===== src/rtl/core/sorted_key_table_top_macros.svh =====
// Assertion macros for the sorted key table.
// Used by sorted_key_table_top; expects clk_i and rst_ni in scope.
`ifndef SORTED_KEY_TABLE_TOP_MACROS_SVH
`define SORTED_KEY_TABLE_TOP_MACROS_SVH

// Same-cycle implication, checked outside reset.
`define SKT_ASSERT_IMP(lbl, ante, cons, msg) \
  lbl: assert property (@(posedge clk_i) disable iff (!rst_ni) (ante) |-> (cons)) \
    else $error(msg);

// Next-cycle implication, checked outside reset.
`define SKT_ASSERT_NXT(lbl, ante, cons, msg) \
  lbl: assert property (@(posedge clk_i) disable iff (!rst_ni) (ante) |=> (cons)) \
    else $error(msg);

`endif


===== src/rtl/core/sktab_pkg.sv =====
// Package for the sorted key table: sizes, codes, link and hit structs.
// Used by sktab_cell, sktab_group and sorted_key_table_top; no dependencies.
package sktab_pkg;

  // Table size and field widths.
  localparam int TABLE_CAPACITY = 1024;
  localparam int KEY_BITS       = 32;
  localparam int KEY_IN_W       = 32;
  localparam int HANDLE_W       = 16;
  localparam int ACTION_W       = 2;
  localparam int STATUS_W       = 2;
  localparam int POS_W          = 10;

  // Cells are grouped so that each reduction step spans at most 32 leaves.
  localparam int GROUP_SIZE = (TABLE_CAPACITY < 32) ? TABLE_CAPACITY : 32;
  localparam int NUM_GROUPS = (TABLE_CAPACITY + GROUP_SIZE - 1) / GROUP_SIZE;
  localparam int NUM_CELLS  = NUM_GROUPS * GROUP_SIZE;
  localparam int CELL_IDX_W = $clog2(NUM_CELLS);
  localparam int GRP_IDX_W  = (NUM_GROUPS > 1) ? $clog2(NUM_GROUPS) : 1;
  localparam int CNT_W      = $clog2(TABLE_CAPACITY + 1);

  typedef logic [KEY_BITS-1:0]   key_t;
  typedef logic [HANDLE_W-1:0]   handle_t;
  typedef logic [CELL_IDX_W-1:0] cell_idx_t;
  typedef logic [CNT_W-1:0]      count_t;
  typedef logic [GRP_IDX_W-1:0]  grp_idx_t;

  typedef enum logic [ACTION_W-1:0] {
    ACT_LOOKUP = 2'd0,
    ACT_INSERT = 2'd1,
    ACT_CLEAR  = 2'd2,
    ACT_IGNORE = 2'd3
  } action_e;

  typedef enum logic [STATUS_W-1:0] {
    ST_OK   = 2'd0,
    ST_MISS = 2'd1,
    ST_DUP  = 2'd2,
    ST_FULL = 2'd3
  } status_e;

  // What a cell hands to its upper neighbour.
  typedef struct packed {
    key_t    key;
    handle_t handle;
    logic    lt;
  } cell_link_t;

  // Query broadcast to every cell.
  typedef struct packed {
    key_t    key;
    handle_t handle;
    count_t  count;
    logic    shift;
  } query_t;

  // Search result of a cell, a group or the whole table.
  typedef struct packed {
    logic      first;
    logic      found;
    cell_idx_t idx;
    handle_t   handle;
  } hit_t;

  // Reduce an incoming key to the stored key width.
  function automatic key_t key_norm(input logic [KEY_IN_W-1:0] k);
    logic [63:0] wide;
    wide = {{(64 - KEY_IN_W){1'b0}}, k};
    return wide[KEY_BITS-1:0];
  endfunction

endpackage


===== src/rtl/core/sktab_cell.sv =====
// One table cell: holds a key and handle, compares the key with the query and
// takes its lower neighbour's entry on an insert. Depends on sktab_pkg.
module sktab_cell import sktab_pkg::*; (
  input  logic       clk_i,
  input  logic       rst_ni,
  input  cell_idx_t  idx_i,
  input  query_t     query_i,
  input  cell_link_t prev_i,
  output cell_link_t link_o,
  output hit_t       hit_o
);

  key_t    key_q, key_d;
  handle_t handle_q, handle_d;
  logic    lt_q, lt_d;
  logic    eq_q, eq_d;
  logic    valid;
  logic    first;

  // The cell holds a live entry when its index lies below the fill count.
  assign valid = 32'(idx_i) < 32'(query_i.count);
  assign lt_d  = valid && (key_q < query_i.key);
  assign eq_d  = valid && (key_q == query_i.key);

  // Insertion point: the lowest cell whose key is not below the query.
  assign first = !lt_q && prev_i.lt;

  // On an insert, lower cells keep, the insertion cell loads the new entry
  // and every cell above takes its neighbour's entry.
  always_comb begin
    key_d    = key_q;
    handle_d = handle_q;
    if (query_i.shift && !lt_q) begin
      if (first) begin
        key_d    = query_i.key;
        handle_d = query_i.handle;
      end else begin
        key_d    = prev_i.key;
        handle_d = prev_i.handle;
      end
    end
  end

  always_ff @(posedge clk_i) begin
    key_q    <= key_d;
    handle_q <= handle_d;
  end

  // Compare flags, refreshed every cycle.
  always_ff @(posedge clk_i or negedge rst_ni) begin
    if (!rst_ni) begin
      lt_q <= 1'b0;
      eq_q <= 1'b0;
    end else begin
      lt_q <= lt_d;
      eq_q <= eq_d;
    end
  end

  assign link_o.key    = key_q;
  assign link_o.handle = handle_q;
  assign link_o.lt     = lt_q;

  assign hit_o.first  = first;
  assign hit_o.found  = eq_q;
  assign hit_o.idx    = idx_i;
  assign hit_o.handle = handle_q;

endmodule


===== src/rtl/core/sktab_group.sv =====
// A group of chained table cells with a registered reduction of their hits.
// Depends on sktab_pkg and sktab_cell.
module sktab_group import sktab_pkg::*; (
  input  logic       clk_i,
  input  logic       rst_ni,
  input  grp_idx_t   grp_i,
  input  query_t     query_i,
  input  cell_link_t prev_i,
  output cell_link_t link_o,
  output hit_t       hit_o
);

  cell_link_t links [GROUP_SIZE+1];
  hit_t       hits  [GROUP_SIZE];
  hit_t       hit_q, hit_d;

  assign links[0] = prev_i;

  // Cell chain; each cell sees its lower neighbour's link.
  for (genvar l = 0; l < GROUP_SIZE; l++) begin : g_cell
    sktab_cell u_cell (
      .clk_i   (clk_i),
      .rst_ni  (rst_ni),
      .idx_i   (CELL_IDX_W'(32'(grp_i) * GROUP_SIZE + l)),
      .query_i (query_i),
      .prev_i  (links[l]),
      .link_o  (links[l+1]),
      .hit_o   (hits[l])
    );
  end

  assign link_o = links[GROUP_SIZE];

  // At most one cell in the table is the insertion point, so an OR suffices.
  always_comb begin
    hit_d = '0;
    for (int l = 0; l < GROUP_SIZE; l++) begin
      hit_d.first  = hit_d.first | hits[l].first;
      hit_d.found  = hit_d.found | (hits[l].first & hits[l].found);
      hit_d.idx    = hit_d.idx | (hits[l].first ? hits[l].idx : '0);
      hit_d.handle = hit_d.handle |
                     ((hits[l].first && hits[l].found) ? hits[l].handle : '0);
    end
  end

  always_ff @(posedge clk_i or negedge rst_ni) begin
    if (!rst_ni) begin
      hit_q <= '0;
    end else begin
      hit_q <= hit_d;
    end
  end

  assign hit_o = hit_q;

endmodule


===== config.mk =====
export PLATFORM = sky130hd
export DESIGN_NAME = sktab_group
export DESIGN_NICKNAME = d
export VERILOG_FILES = /design/src/rtl/core/sorted_key_table_top_macros.svh /design/src/rtl/core/sktab_pkg.sv /design/src/rtl/core/sktab_cell.sv /design/src/rtl/core/sktab_group.sv
export SDC_FILE = /design/constraint.sdc
export NUM_CORES = 2
export LEC_CHECK = 0
export BUFFER_PORTS_ARGS = -buffer_cell sky130_fd_sc_hd__buf_4
export CAP_MARGIN = 20
export CORE_UTILIZATION = 60
export CTS_BUF_LIST = sky130_fd_sc_hd__clkbuf_2
export DETAILED_ROUTE_END_ITERATION = 6
export PLACE_DENSITY = 0.88
export SLEW_MARGIN = 20
export SYNTH_ARGS = -nofsm -noshare
export SYNTH_HDL_FRONTEND = slang
export SYNTH_HIERARCHICAL = 1
export SYNTH_SLANG_ARGS = --single-unit

===== constraint.sdc =====
create_clock -name clk_i -period 7 [get_ports clk_i]
set_clock_uncertainty 0.2 [all_clocks]
set_input_delay 0.35 -clock clk_i [delete_from_list [all_inputs] [get_ports clk_i]]
set_output_delay 0.35 -clock clk_i [all_outputs]
set_load 0.01 [all_outputs]

## After elaboration in Yosys (flattened, before gate mapping)

Cells that the tools add are included.

| cells by class | value |
|---|---|
| add/subtract/negate cells | 31 |
| $lt $le $gt $ge | 64 |
| eq/ne operators | 32 |
| mux-type cells | 128 |
| bitwise gates (word level) | 156 |
| reductions and logical operators | 192 |

Operator list:

| kind | number |
|---|---|
| $eq 32x32->1 | 32 |
| $lt 32x32->1 | 32 |
| $mux 16 | 64 |
| $mux 32 | 32 |
| $or 16x16->16 | 31 |
| $lt 10x11->1 | 32 |
| $mux 10 | 32 |
| $or 10x10->10 | 31 |
| $add 10x5->10 const B | 16 |
| $logic_and 1x1->1 | 160 |
| $add 10x4->10 const B | 8 |
| $or 1x1->1 | 62 |
| $add 10x3->10 const B | 4 |
| $and 1x1->1 | 32 |
| $logic_not 1->1 | 32 |
| $add 10x2->10 const B | 2 |
| $add 10x1->10 const B | 1 |

| word-level totals | value |
|---|---|
| bits in registers | 1628 |
| bits of input ports | 116 |
| output and inout bits | 77 |
| logic and storage cells | 735 |

## Logic depth before layout (Yosys ltp)

| depth | value |
|---|---|
| word-level depth | 35 |
| gate-level depth with buffers | 12 |
| gate-level depth less buffers | 7 |

## Modules after synthesis

Netlist, hierarchy kept.

Modules (own cells, without submodules):

| module | times used | cells each | area an instance (sq um) | seq. area each (sq um) |
|---|---|---|---|---|
| sktab_cell (g_cell[0].u_cell ...) | 31 | 282 | 3329.4 | 1491.4 |
| sktab_group | 1 | 1119 | 7044.3 | 700.7 |
| sktab_cell (g_cell[25].u_cell) | 1 | 285 | 3348.2 | 1491.4 |

## Worst setup path before layout

OpenSTA, ideal clock, no wires.

| timing path | value |
|---|---|
| path kind | register to register |
| start | reg g_cell[0].u_cell.lt_q |
| end | reg g_cell[0].u_cell.handle_q[0], enable pin |
| library setup time | 459 ps |
| arrival time | 2549 ps |
| required time | 6341 ps |
| path slack | 3792 ps |
| stages on the path, launching flop included | 2 |
| path buffers | 0 |
| clock period less this slack | 3208 ps |
| cells stage by stage | dfrtp_1 nor2b_1 |

| on the way | value |
|---|---|
| cells in the longest elaborated chain, start to end | 2 |

RTL lines:

| what | line | text |
|---|---|---|
| start: declaration | sktab_cell.sv:15 | `logic lt_q, lt_d;` |
| start signal: assignment | sktab_cell.sv:55 | `lt_q <= lt_d;` |
| $logic_not 1->1 | sktab_cell.sv:33 | `if (query_i.shift && !lt_q) begin` |
| $logic_and 1x1->1 | sktab_cell.sv:33 |  |
| end signal: assignment | sktab_cell.sv:46 | `handle_q <= handle_d;` |
| end: declaration | sktab_cell.sv:14 | `handle_t handle_q, handle_d;` |

Every way passes these cells.
A chain may end at the register's enable or synchronous reset.

## Worst setup path in the final report

| timing path | value |
|---|---|
| start | in query_i[7] (netlist bit) |
| end | reg g_cell[27].u_cell.eq_q |

| on the way | value |
|---|---|
| cells in the longest elaborated chain, start to end | 2 |

RTL lines:

| what | line | text |
|---|---|---|
| start: declaration | sktab_group.sv:7 | `input query_t query_i,` |
| $lt 10x11->1 | sktab_cell.sv:21 | `assign valid = 32'(idx_i) < 32'(query_i.count);` |
| $logic_and 1x1->1 | sktab_cell.sv:23 | `assign eq_d = valid && (key_q == query_i.key);` |
| via g_cell[27].u_cell.eq_d | sktab_cell.sv:16 | `logic eq_q, eq_d;` |
| end signal: assignment | sktab_cell.sv:56 | `eq_q <= eq_d;` |
| end: declaration | sktab_cell.sv:16 |  |

The timed path passes the listed nets, and every way through them passes these cells.

==> results by group <==
Status
  – Status: finished, violations left
  – Failing checks: design-rule violations

Global route
  – First-pass GRT wire length: 528,500 µm
  – Busiest grt layer: met2
  – Routing usage on met3: 13.38%
  – All-Layer GR Usage: 36.44%
  – Grt total ovfl: 0
  – Largest net degree at the start of global routing: 77
  – Initial antenna violation count: 29
  – Met1 GRT Util: 39.39%
  – Vias in the first global route: 90,133
  – Met2 Use GR: 56.56%

Timing
  – Setup violators final: 0
  – Final hold violation count: 0
  – FMAX: 169.3 MHz
  – Tmin final: 5.908 ns
  – Min Hold Slack: 0.05554 ns
  – Max Slew Vio Count: 0
  – Setup_tns: 0 ns
  – RSZ-0062 raised after global routing: false
  – Worst slew margin: 6.362%
  – Period utilization: 84.40%
  – Slew at the pin closest to its max-slew limit: 1.405 ns

Yosys
  – Syn avg cell area: 11.20 µm²
  – Synth Cell Area: 113,600 µm²
  – Main synth FF type: edfxtp_1
  – Yosys Warn Count: 6
  – Synthesized netlist cell count: 10,146
  – Seq cells post-synth: 1,628
  – EDFF count, synth: 1,536
  – Synth unique cells: 45
  – Register area share after synthesis: 42.63%
  – Async S/R FF share, synth: 5.651%

Detailed routing
  – Drt first-iter violations: 11,534
  – DRC: 142
  – Via count: 87,027
  – ANT nets after route: 0
  – Drt pass-1 iters: 7
  – Vias per inst: 6.527
  – Final wirelength: 358,500 µm
  – Routed len/inst: 26.88 µm

Setup path
  – Most used cell, CP: dlygate4sd3_1
  – Worst EP required: 8.61 ns
  – Critical Path AT: 7.52 ns
  – Worst setup EP type: flip-flop
  – FF-to-FF setup slack: 2.45 ns
  – Reg2reg start: g_cell[3].u_cell/key_q[27]
  – Critical-path top delay cell: dlygate4sd3_1
  – Startpoint Class: primary input
  – CP cell instances: dlygate4sd3_1 -> dlygate4sd3_1 -> buf_4 -> dlygate4sd3_1 -> inv_1 -> ha_1 -> a21oi_1 -> dlygate4sd3_1 -> o21ai_0 -> dlygate4sd3_1 -> a21oi_1 -> dlygate4sd3_1 -> o22ai_1 -> dlygate4sd3_1 -> nor4_1
  – RR Endpoint: g_cell[3].u_cell/lt_q
  – CP Max Fanout: 25
  – Critical path class: in2reg
  – CP peak stage delay: 1.44 ns
  – Worst-case reg-to-reg path depth: 11

Clocking
  – Clock latency on the worst-skew pair: 2.12 ns
  – H-tree depth: 5
  – CTS root buf: clkbuf_2
  – CTS Buffer Depth: 4
  – Num CTS Buffers: 426
  – Reg clk slew, reported paths: 0.12 ns
  – # Post-CTS Setup Buffers: 0
  – Clock sinks: 1,628
  – CTS tree: built

Place
  – RD Place Congestion: 0.9741
  – Placed Instances: 12,026
  – # port buffers: 192
  – HPWL Detailed: 219,900 µm

Floorplan
  – FP Rows: 159
  – IO Pins: 193
  – Core box area: 188,000 µm²
  – Die X: 437.1 µm
  – Die height: 437.1 µm
  – Die area: 191,100 µm²
  – Initial Utilization: 60.43%

Power and ir drop
  – Tot Pwr: 29.31 mW
  – Leakage power: 52.71 nW
  – Maximum vdd drop: 0.0001733 V
  – Pwr/cell area: 241.6 nW/µm²

Min path
  – Worst min-delay path class: in2reg
  – Worst hold start: prev_i[25]
  – Endpoint, Worst Hold: g_cell[0].u_cell/key_q[8]
  – Hold Crit Depth: 5

Finish
  – Reg area: 48,430 µm²
  – Area Growth Syn to Fin: 6.804%
  – Filler instances: 12,909
  – Count of non-filler cells in the finished layout: 13,334
  – Layout cell share with drive strength beyond 1: 24.86%
  – Area of the multi-input gates: 52,970 µm²
  – # nets final: 11,900

Job
  – Max-cap violations: 0
## timing repair
item,4_1_cts,5_1_grt
hold buffers,500,10
resized for setup,0,0
endpoints found under the hold margin,3251,268
## flip-flops by register name, indices dropped and copies added, names as in the netlist
name                    cells
g_cell.u_cell/eq_q         32
g_cell.u_cell/handle_q    512
g_cell.u_cell/key_q      1024
g_cell.u_cell/lt_q         32
hit_o                      28
## power by group
group / switching [mW] / leakage [nW] / internal, mW
Combinational: 5.07 / 34.1 / 3.85
Sequential: 0.957 / 15.6 / 12.7
Clock: 4.23 / 2.98 / 2.54
## stage by stage
| step | utilization [%] | worst slack (ns) | area (µm²) |
|---|---|---|---|
| after floorplan | - | 3.792 | 114800 |
| after global placement | 59.54 | 3.623 | 111900 |
| after detailed placement | 59.54 | 3.535 | 111900 |
| after CTS | 64.43 | 1.339 | 121100 |
| after global routing | 64.52 | 1.114 | 121300 |
| final | 64.54 | 1.092 | 121300 |
## per-layer routing
layer  up-vias  wire length [µm]
li1      36650                 -
met1     41284            115700
met2      6711            157500
met3      2360             48560
met4        22             36200
met5         -               524
## cell usage after synthesis (2+ instances only)
cell | number | area share [%]
a22oi_1 | 159 | 1.1
nor2b_2 | 31 | 0.24
nor2_1 | 97 | 0.32
nor4_1 | 103 | 0.57
buf_1 | 9 | 0.030
ha_1 | 1312 | 14
o21ai_1 | 34 | 0.15
a221oi_2 | 4 | 0.053
or4_1 | 10 | 0.066
a21o_1 | 64 | 0.42
buf_6 | 25 | 0.25
nand4_2 | 32 | 0.35
edfxtp_1 | 1536 | 41
nand4b_1 | 32 | 0.25
and4_1 | 62 | 0.48
o22ai_1 | 32 | 0.18
conb_1 | 2 | 0.0066
mux2_2 | 1488 | 15
nor2b_1 | 96 | 0.53
a22oi_2 | 6 | 0.066
dfrtp_1 | 92 | 2.0
inv_1 | 1346 | 4.4
a211oi_1 | 2 | 0.013
o21ai_0 | 189 | 0.83
buf_4 | 969 | 6.4
a21oi_1 | 638 | 2.8
a221oi_1 | 65 | 0.50
nand4_1 | 297 | 1.6
nor4_4 | 31 | 0.58
a22o_1 | 6 | 0.046
o211ai_1 | 33 | 0.22
nand3_1 | 610 | 2.7
nand2_1 | 434 | 1.4
mux2_1 | 48 | 0.48
clkbuf_1 | 59 | 0.19
buf_2 | 184 | 0.81
## cells by family (layout without fill, tap and decap cells)
logic type,count (synthesis),count (layout),share of synthesized area [%]
fa+ha+maj,1312,1312,14.45
buf+inv,2594,2931,12.15
mux,1536,1536,15.23
compound gates,1232,1232,6.341
flops,1628,1628,42.63
simple gates,1842,1842,9.200
other cells,2,358,0.006611
## worst max-delay path, delay by kind of cell
kind	cells	cell delay, ns
buffers and inverters	9	5.50
AND/OR/NAND/NOR	1	0.78
AO/OA/AOI/OAI	4	0.47
adder cells (fa/ha/maj)	1	0.35
## cell type report
| cell class | instances | area share (%) |
|---|---|---|
| diodes | 38 | 0.07837 |
| multi-input cells | 6242 | 43.66 |
| clock buffers | 683 | 2.817 |
| well taps | 2495 | 2.573 |
| flip-flops and latches | 1628 | 39.91 |
| repair buffers | 828 | 6.559 |
| inverters | 1346 | 4.164 |
| clock inverters | 74 | 0.2382 |
## how the worst max path moves through the flow
stage                     startpoint  cells after the start                      endpoint  slack, ns
2_1_floorplan  g_cell[0].u_cell/lt_q                      1  g_cell[0].u_cell/handle_q[0]       3.79
3_3_place_gp             query_i[58]                      8        g_cell[30].u_cell/eq_q       3.62
3_5_place_dp             query_i[58]                      8        g_cell[30].u_cell/eq_q       3.54
4_1_cts                   query_i[7]                     15        g_cell[27].u_cell/eq_q       1.34
5_1_grt                   query_i[7]                     15        g_cell[27].u_cell/eq_q       1.11
6_report                  query_i[7]                     15        g_cell[27].u_cell/eq_q       1.09
## placed cells by master (no fill, tap or decap), types with 33 or more instances in the layout
master,count
nand2_1,434
mux2_1,48
nor2b_4,64
dfrtp_1,90
buf_4,312
conb_1,320
a21oi_1,638
ha_1,1312
edfxtp_1,1536
nor2_1,97
a221oi_1,65
and4_1,62
a22oi_1,159
nand4_1,297
diode_2,38
clkinv_1,63
nand3_1,610
nor2b_1,63
inv_1,1346
o21ai_0,189
mux2_2,1488
clkbuf_2,683
a21o_1,64
o211ai_1,33
dlygate4sd3_1,467
o21ai_1,34
nor4_1,103
(Power assumes the default switching activity.)
